**config.mk**
```make
export PLATFORM = sky130hd
export DESIGN_NAME = c3f_compute
export DESIGN_NICKNAME = d
export VERILOG_FILES = /design/src/c3f_pkg.sv /design/src/c3f_compute.sv
export SDC_FILE = /design/constraint.sdc
export NUM_CORES = 1
export LEC_CHECK = 0
export BUFFER_PORTS_ARGS = -buffer_cell sky130_fd_sc_hd__buf_2
export CAP_MARGIN = 0
export CORE_MARGIN = 4
export CORE_UTILIZATION = 60
export CTS_BUF_LIST = sky130_fd_sc_hd__clkbuf_8
export DETAILED_ROUTE_END_ITERATION = 12
export GPL_TIMING_DRIVEN = 0
export PLACE_DENSITY = 0.94
export SKIP_CTS_REPAIR_TIMING = 1
export SYNTH_ARGS = -nofsm -noshare
export SYNTH_HDL_FRONTEND = slang
export SYNTH_SLANG_ARGS = --single-unit
```
**constraint.sdc**
```tcl
create_clock -name aclk -period 8.5 [get_ports aclk]
set_clock_uncertainty 0.05 [all_clocks]
set_input_delay 0.85 -clock aclk [delete_from_list [all_inputs] [get_ports aclk]]
set_output_delay 0.85 -clock aclk [all_outputs]
set_load 0.02 [all_outputs]
```
**src/c3f_pkg.sv**
```systemverilog
// ----------------------------------------------------------------------------
// c3f_pkg
// Shared types, register indexes and geometry constants of the 3x3 filter.
// ----------------------------------------------------------------------------
package c3f_pkg;

    localparam int MaxWidth   = 256;
    localparam int ColW       = 8;
    localparam int RowW       = 12;
    localparam int MaxHeight  = 4095;
    localparam int SumW       = 20;

    localparam logic [2:0] REG_COEF_TOP    = 3'd0;
    localparam logic [2:0] REG_COEF_MID    = 3'd1;
    localparam logic [2:0] REG_COEF_BOTTOM = 3'd2;
    localparam logic [2:0] REG_DIVISOR     = 3'd3;
    localparam logic [2:0] REG_BIAS        = 3'd4;
    localparam logic [2:0] REG_WIDTH       = 3'd5;
    localparam logic [2:0] REG_HEIGHT      = 3'd6;

    typedef struct packed {
        logic [23:0] coef_top;
        logic [23:0] coef_mid;
        logic [23:0] coef_bot;
        logic [7:0]  divisor;
        logic [7:0]  bias;
    } filt_cfg_t;

    // window produced by the line store, with its position
    typedef struct packed {
        logic [71:0]     pix;   // row-major: top l,c,r, mid l,c,r, bot l,c,r
        logic [RowW-1:0] row;
        logic [ColW-1:0] col;
        logic            eof;
    } win_t;

    typedef struct packed {
        logic [7:0]      pixel;
        logic [RowW-1:0] row;
        logic [ColW-1:0] col;
        logic            eof;
        logic            fault;
    } res_t;

endpackage

```
**src/c3f_compute.sv**
```systemverilog
// ----------------------------------------------------------------------------
// c3f_compute
// Weighted sum, iterative signed division, bias and output register.
// ----------------------------------------------------------------------------
module c3f_compute (
    input  logic                aclk,
    input  logic                aresetn,
    input  logic                win_valid,
    output logic                win_ready,
    input  c3f_pkg::win_t       win,
    input  c3f_pkg::filt_cfg_t  cfg,
    output logic                res_valid,
    input  logic                res_ready,
    output c3f_pkg::res_t       res
);

    localparam logic [2:0] ST_IDLE = 3'd0;
    localparam logic [2:0] ST_MAC  = 3'd1;
    localparam logic [2:0] ST_DIV  = 3'd2;
    localparam logic [2:0] ST_FIN  = 3'd3;
    localparam logic [2:0] ST_OUT  = 3'd4;
    localparam logic [2:0] ST_BIAS = 3'd5;

    localparam int SW = c3f_pkg::SumW;

    logic [2:0]    state_reg;
    logic [4:0]    cnt_reg;
    logic [71:0]   pix_reg;
    logic [71:0]   coef_reg;
    logic signed [SW-1:0] acc_reg;
    logic [SW-1:0] quo_reg;
    logic [7:0]    rem_reg;
    logic [SW-1:0] mag_reg;
    logic [7:0]    dmag;
    logic          neg_reg;
    c3f_pkg::res_t res_reg;

    logic signed [8:0]  w_s;
    logic signed [16:0] prod;
    logic signed [7:0]  d_s;
    logic [8:0]         trial;
    logic [7:0]         rem_sh;
    logic signed [SW-1:0] q_s;
    logic signed [SW-1:0] val;

    assign d_s   = $signed(cfg.divisor);
    assign dmag  = d_s[7] ? 8'(-d_s) : {1'b0, d_s[6:0]};
    assign w_s   = 9'(signed'(coef_reg[7:0]));
    assign prod  = w_s * $signed({1'b0, pix_reg[7:0]});
    assign rem_sh = {rem_reg[6:0], mag_reg[SW-1]};
    assign trial = {1'b0, rem_sh} - {1'b0, dmag};
    assign q_s   = neg_reg ? -$signed(quo_reg) : $signed(quo_reg);
    assign val   = ((d_s == 8'sd0) ? '0 : q_s) + SW'(signed'(cfg.bias));

    assign win_ready = (state_reg == ST_IDLE);
    assign res_valid = (state_reg == ST_OUT);
    assign res       = res_reg;

    always_ff @(posedge aclk) begin
        if (!aresetn) begin
            state_reg <= ST_IDLE;
        end else begin
            unique case (state_reg)
                ST_IDLE: if (win_valid) begin
                    // order: bottom row right..left first since pix is top-first msb
                    pix_reg  <= {win.pix[71:64], win.pix[63:56], win.pix[55:48],
                                 win.pix[47:40], win.pix[39:32], win.pix[31:24],
                                 win.pix[23:16], win.pix[15:8], win.pix[7:0]};
                    coef_reg <= {cfg.coef_top[7:0], cfg.coef_top[15:8], cfg.coef_top[23:16],
                                 cfg.coef_mid[7:0], cfg.coef_mid[15:8], cfg.coef_mid[23:16],
                                 cfg.coef_bot[7:0], cfg.coef_bot[15:8], cfg.coef_bot[23:16]};
                    acc_reg  <= '0;
                    cnt_reg  <= '0;
                    res_reg.row <= win.row;
                    res_reg.col <= win.col;
                    res_reg.eof <= win.eof;
                    state_reg <= ST_MAC;
                end
                ST_MAC: begin
                    acc_reg  <= acc_reg + SW'(prod);
                    pix_reg  <= pix_reg >> 8;
                    coef_reg <= coef_reg >> 8;
                    cnt_reg  <= cnt_reg + 5'd1;
                    if (cnt_reg == 5'd8) state_reg <= ST_FIN;
                end
                ST_FIN: begin
                    neg_reg <= acc_reg[SW-1] ^ d_s[7];
                    mag_reg <= acc_reg[SW-1] ? SW'(-acc_reg) : SW'(acc_reg);
                    rem_reg <= '0;
                    quo_reg <= '0;
                    cnt_reg <= '0;
                    state_reg <= ST_DIV;
                end
                ST_DIV: begin
                    // restoring division, one quotient bit per cycle
                    mag_reg <= mag_reg << 1;
                    if (!trial[8]) begin
                        rem_reg <= trial[7:0];
                        quo_reg <= {quo_reg[SW-2:0], 1'b1};
                    end else begin
                        rem_reg <= rem_sh;
                        quo_reg <= {quo_reg[SW-2:0], 1'b0};
                    end
                    cnt_reg <= cnt_reg + 5'd1;
                    if (cnt_reg == 5'(SW - 1)) state_reg <= ST_BIAS;
                end
                ST_BIAS: begin
                    // capture final value once the last quotient bit has landed
                    res_reg.pixel <= val[7:0];
                    res_reg.fault <= (d_s == 8'sd0);
                    state_reg <= ST_OUT;
                end
                ST_OUT: if (res_ready) state_reg <= ST_IDLE;
                default: state_reg <= ST_IDLE;
            endcase
        end
    end

endmodule

```
==> metrics.md, run 1 <==
| Metric | Value |
|---|---|
| First-pass GRT wire length | 54800 um |
| Pwr Total | 4.53 mW |
| DR vias/cell | 5.71 |
| YS warnings | 0 |
| Top-area cell type share of the netlist area | 0.508 |
| Dominant cell by count in the synthesized netlist | nand2_1 |
| Net Count, Synth | 1658 |
| Clk pin slew, worst setup/hold paths | 0.06 ns |
| Die Height | 160 um |
| Leak | 7.35 nW |
| Final WL | 34000 um |
| Max Cap Viol | 0 |
| Worst EP required | 8.76 ns |
| Hold Fails Final Rpt | 0 |
| Pin count of the biggest net entering global routing | 76 |
| Hold Crit Class | input pin to flop |
| Wire per inst | 17.8 um |
| Detail Placement HPWL | 25000 um |
| Dpl ws | 3.28 ns |
| Num rows | 55 |
| Via Count | 10900 |
| Final Max Tran Viols | 0 |
| Number of global-route vias before repair | 11600 |
| Setup TNS Final | 0 ns |
| I/O pin count | 217 |
| Seq/Total Area, Yosys | 0.512 |
| DRT iter0 DRCs | 909 |
| Crit. End Element | flop |
| CP Class | flop to flop |
| Synth top cells by count | nand2_1 (459), edfxtp_1 (235), inv_1 (88) |
| Seq pwr share | 0.342 |
| Area delta synth->final | 15.8% |
| Outcome | finished clean |
| CTS buffer count | 40 |
| Slew HR | 0.321 |
| CTS tree | yes |
| Root Buffer | clkbuf_8 |
| Total global-route track usage | 0.262 |
| Top post-synthesis cells by area | edfxtp_1 (51%), nand2_1 (12%), fa_1 (7.6%) |
| Fmax | 187 MHz |
| Skew-Pair Late Insertion Delay | 0.55 ns |
| Final nets | 1917 |
| Ys async rst share | 0 |
| Final Cell Area | 0.0161 sq mm |
| Initial Util | 0.612 |
| RD Place Congestion | 0.880 |
| P_sw | 1.77 mW |
| Placed cell area | 0.0154 sq mm |
| Clk sinks | 238 |
| Cells after synthesis | 1340 |
| Internal Power | 2.76 mW |
| Startpoint Class | flop |
| DRT Pass-1 Iters | 7 |
| Synth Flop Type | edfxtp_1 |
| Max FO, Critical Path | 9 |
| H-tree levels | 2 |
| Post-route ant nets | 0 |
| Worst-case clock buffer depth | 3 |
| DRC errors left | 0 |
| Syn avg cell area | 10.4 sq um |
| Comb pwr share | 0.457 |
| Synthesized flop and latch total | 238 |
| RSZ-0062 raised after global routing | no |
| Die W | 160 um |
| Worst vdd ir | 0.000250 V |
| Overflow left after global routing | 0 |
| Worst Path Arrival | 5.60 ns |
| Sw frac | 0.391 |
| Core area | 0.0227 sq mm |
| Tcrit/Tclk final | 0.628 |
| Final min period | 5.34 ns |
| Number of antenna violations at the first check in global routing | 4 |
| PortBufs | 215 |
| P per Cell Area | 281 mW/mm^2 |
| Final worst-path setup slack | 3.16 ns |
| EDFF count, synth | 235 |
| Clock Power Share | 0.202 |
| Endpoints failing setup | 0 |
| Die area | 0.0256 sq mm |
| Distinct cells, synth | 65 |
| Mapped cell area | 0.0139 sq mm |
| Synth area leader | edfxtp_1 |
| Layout cell share with drive strength beyond 1 | 0.184 |
| Slew of the pin with the lowest slew margin | 1.02 ns |
## worst max-delay path: stages (launching register included)
cell and delay [ns]:
edfxtp_1 0.63, inv_1 0.26, nor2_1 0.19, fa_1 0.44, fa_1 0.53, fa_1 0.53
fa_1 0.51, ha_1 0.34, ha_1 0.36, a21oi_1 0.26, o211ai_1 0.21, a2111oi_0 0.53
o21bai_1 0.13, mux2i_1 0.13
## final timing paths
kind / from / endpoint / slack (ns) / cells past startpoint
worst max-delay path: coef_reg[7] / acc_reg[16] / 3.16 / 13
worst min-delay path: win[20] / res[21] / 0.42 / 1
worst max register to register: coef_reg[7] / acc_reg[16] / 3.16 / 13
worst min register to register: coef_reg[15] / coef_reg[7] / 0.46 / 2
## layer usage
layer  global-route usage  vias to the layer above  part of all wire
li1                     -                     5017                 -
met3               0.0552                      162             0.080
met5                    0                        -           0.00065
met1                0.282                     5173              0.35
met2                0.488                      574              0.53
met4                0.124                        6             0.045
## kinds of logic after synthesis
kind of cell | count (synthesis) | synth area share
AOI/OAI and AO/OA | 127 | 0.0608
adders and majority gates | 133 | 0.148
and+or+nand+nor | 643 | 0.202
xor gates and xnor gates | 48 | 0.0303
buffers and inverters | 142 | 0.0397
muxes | 9 | 0.00649
DFF | 238 | 0.512
## area by class of cell
| cell class | count | area [sq um] |
|---|---|---|
| Antenna cell | 2 | 5.00 |
| Buffer | 52 | 214 |
| Clock buffer | 42 | 578 |
| Clock inverter | 27 | 113 |
| Fill cell | 1427 | 6630 |
| Inverter | 90 | 338 |
| Multi-Input combinational cell | 960 | 6230 |
| Sequential cell | 238 | 7120 |
| Tap cell | 285 | 357 |
| Timing Repair Buffer | 217 | 1130 |
## stage by stage
step | utilization | hold WS, ns | std cells
6_report | 0.708 | 0.423 | 1913
2_1_floorplan | - | 0.434 | 1340
3_5_place_dp | 0.677 | 0.441 | 1842
4_1_cts | 0.708 | 0.410 | 1911
3_3_place_gp | 0.675 | 0.438 | 1840
5_1_grt | 0.708 | 0.417 | 1912
## power groups by stage
stage	combinational (mW)	sequential [mW]	clock (mW)
6_report	2.07	1.55	0.912
5_1_grt	2.33	1.55	0.972
4_1_cts	2.03	1.54	0.914
3_5_place_dp	1.98	1.57	0
3_3_place_gp	1.85	1.57	0
2_1_floorplan	1.52	1.55	0
## layout by cell type, fill, tap and decap left out, types with 9 or more instances in the layout
master / Yosys / final
xnor2_1: 22 / 22
o21ai_1: 21 / 21
inv_1: 88 / 103
fa_1: 53 / 53
o21ai_0: 20 / 20
nor2_1: 53 / 53
and3_1: 9 / 9
ha_1: 80 / 80
buf_2: 15 / 230
a21oi_1: 25 / 25
nor3_1: 9 / 9
xor2_1: 26 / 26
nor2b_1: 9 / 9
nand2b_1: 12 / 12
nand3_1: 9 / 9
and2_1: 53 / 52
clkbuf_8: 0 / 42
clkbuf_1: 36 / 36
nand2_1: 459 / 459
mux2i_1: 9 / 9
edfxtp_1: 235 / 235
Note: power is estimated with default switching activity, not from simulation.
==> run 2: changes to the inputs <==
CORE_UTILIZATION = 59   (was 60)
PLACE_DENSITY = 0.93   (was 0.94)
clock period = 5.17 ns   (was 8.5 ns; I/O delays follow)
==> metrics.md, run 2 (synthesis gave the netlist of run 1 again) <==
| Metric | Value |
|---|---|
| I/O pin count | 217 |
| Via Count | 11100 |
| Most frequent cells in the layout | nand2_1 (459), edfxtp_1 (235), buf_2 (230), inv_1 (103), ha_1 (78) |
| DRC errors left | 0 |
| Pin count of the biggest net entering global routing | 71 |
| Clk pin slew, worst setup/hold paths | 0.07 ns |
| Number of global-route vias before repair | 11200 |
| First-pass GRT wire length | 54900 um |
| Overflow left after global routing | 0 |
| Leak | 7.43 nW |
| Final Max Tran Viols | 0 |
| Tcrit/Tclk final | 1.00 |
| Final nets | 1926 |
| Die area | 0.0261 sq mm |
| H-tree levels | 2 |
| Wire per inst | 18.7 um |
| Buf/Inv on CP | 4 |
| CTS buffer count | 40 |
| CTS tree | yes |
| DR vias/cell | 5.69 |
| Max Cap Viol | 0 |
| Clk sinks | 238 |
| Number of antenna violations at the first check in global routing | 3 |
| Endpoints failing setup | 0 |
| Most used cell, CP | fa_1 |
| Hold Crit Class | input pin to flop |
| Worst vdd ir | 0.000517 V |
| Final Cell Area | 0.0163 sq mm |
| Detail Placement HPWL | 25300 um |
| DRT Pass-1 Iters | 6 |
| Hold Fails Final Rpt | 0 |
| PortBufs | 215 |
| Worst EP required | 5.42 ns |
| Final min period | 5.17 ns |
| CP Class | flop to flop |
| Worst path cell trace | nand2b_4, fa_1, inv_1, fa_1, inv_1, fa_1, inv_1, fa_1, ha_1, ha_1, clkbuf_1, a21oi_4, o21bai_1, a2111oi_2, o21bai_1, mux2i_1 |
| Skew-Pair Late Insertion Delay | 0.55 ns |
| Hold_ws | 0.0908 ns |
| P per Cell Area | 496 mW/mm^2 |
| Slew HR | 0.326 |
| Area delta synth->final | 17.3% |
| Final WL | 36600 um |
| Die W | 161 um |
| Layout cell share with drive strength beyond 1 | 0.196 |
| Crit. End Element | flop |
| Root Buffer | clkbuf_8 |
| Slew of the pin with the lowest slew margin | 1.01 ns |
| Num rows | 55 |
| Startpoint Class | flop |
| Core area | 0.0229 sq mm |
| Worst Path Arrival | 5.42 ns |
| Commonest non-fill, non-tap cell in the layout | nand2_1 |
| Outcome | finished clean |
| RD Place Congestion | 0.890 |
| Post-route ant nets | 0 |
| CP top delay family | adder cells |
| Placed cell area | 0.0154 sq mm |
| Die Height | 161 um |
| Worst-case clock buffer depth | 3 |
| Initial Util | 0.606 |
| Max FO, Critical Path | 8 |
| Critical path's largest stage delay | 0.56 ns |
| DRT iter0 DRCs | 1055 |
| Total global-route track usage | 0.262 |
| Fmax | 193 MHz |
| Fill cell count | 1435 |
| Slowest library cell on the worst path | edfxtp_1 |
==> run 2: cell types whose count changed in the layout (fill, tap and decap cells not counted), sizes merged <==
cell / delta
inv: +2
clkinvlp: +1
clkinv: +2
bufinv: +1
buf: +12
clkbuf: -5
==> run 2: report_power, final <==
group          switching, mW  leakage, nW  total (mW)  internal [mW]
Clock                  0.772        0.430        1.55          0.781
Combinational           2.35         4.75        3.98           1.63
Sequential             0.141         2.25        2.55           2.41
==> run 2: worst register-to-register path, cell delays in order (launching register included) <==
cell	delay, ns
edfxtp_1	0.56
nand2b_4	0.23
fa_1	0.54
inv_1	0.06
fa_1	0.53
inv_1	0.06
fa_1	0.54
inv_1	0.07
fa_1	0.43
ha_1	0.19
ha_1	0.26
clkbuf_1	0.26
a21oi_4	0.32
o21bai_1	0.15
a2111oi_2	0.39
o21bai_1	0.16
mux2i_1	0.14
==> run 2: layout make-up <==
type                            instances  area [sq um]  share of cell area
Buffer                                 49           203              0.0124
Inverter                               90           338              0.0207
Sequential cell                       238          7120               0.437
Multi-Input combinational cell        960          6290               0.386
Clock buffer                           40           551              0.0338
Timing Repair Buffer                  229          1220              0.0750
Antenna cell                            2          5.00            0.000307
Tap cell                              313           392              0.0240
Clock inverter                         33           173              0.0106
==> run 2: through the flow <==
stage / setup TNS (ns) / std cells / total power, mW / util / setup slack [ns]
5_1_grt: -0.211 / 1953 / 8.55 / 0.711 / -0.100
2_1_floorplan: 0 / 1340 / 5.05 / - / 0.446
6_report: 0 / 1954 / 8.08 / 0.711 / 0.00107
4_1_cts: -0.466 / 1943 / 7.46 / 0.704 / -0.285
3_3_place_gp: -0.0276 / 1868 / 5.62 / 0.670 / -0.0276
3_5_place_dp: -0.341 / 1870 / 5.84 / 0.673 / -0.171
==> run 2: per-layer routing <==
layer	vias to the layer above	wire (um)	share of wire	GRT usage
met2	626	18800	0.51	0.481
met5	-	33	0.00090	0
met4	4	1910	0.052	0.113
met3	165	3030	0.083	0.0538
li1	5052	-	-	-
met1	5276	12800	0.35	0.297
==> run 2: worst paths after layout <==
kind,start,end,slack [ns],cells past startpoint
max,pix_reg[4],acc_reg[16],0.001,16
min reg2reg,coef_reg[58],coef_reg[50],0.46,2
min,win[6],res[7],0.09,1
max reg2reg,pix_reg[4],acc_reg[16],0.001,16
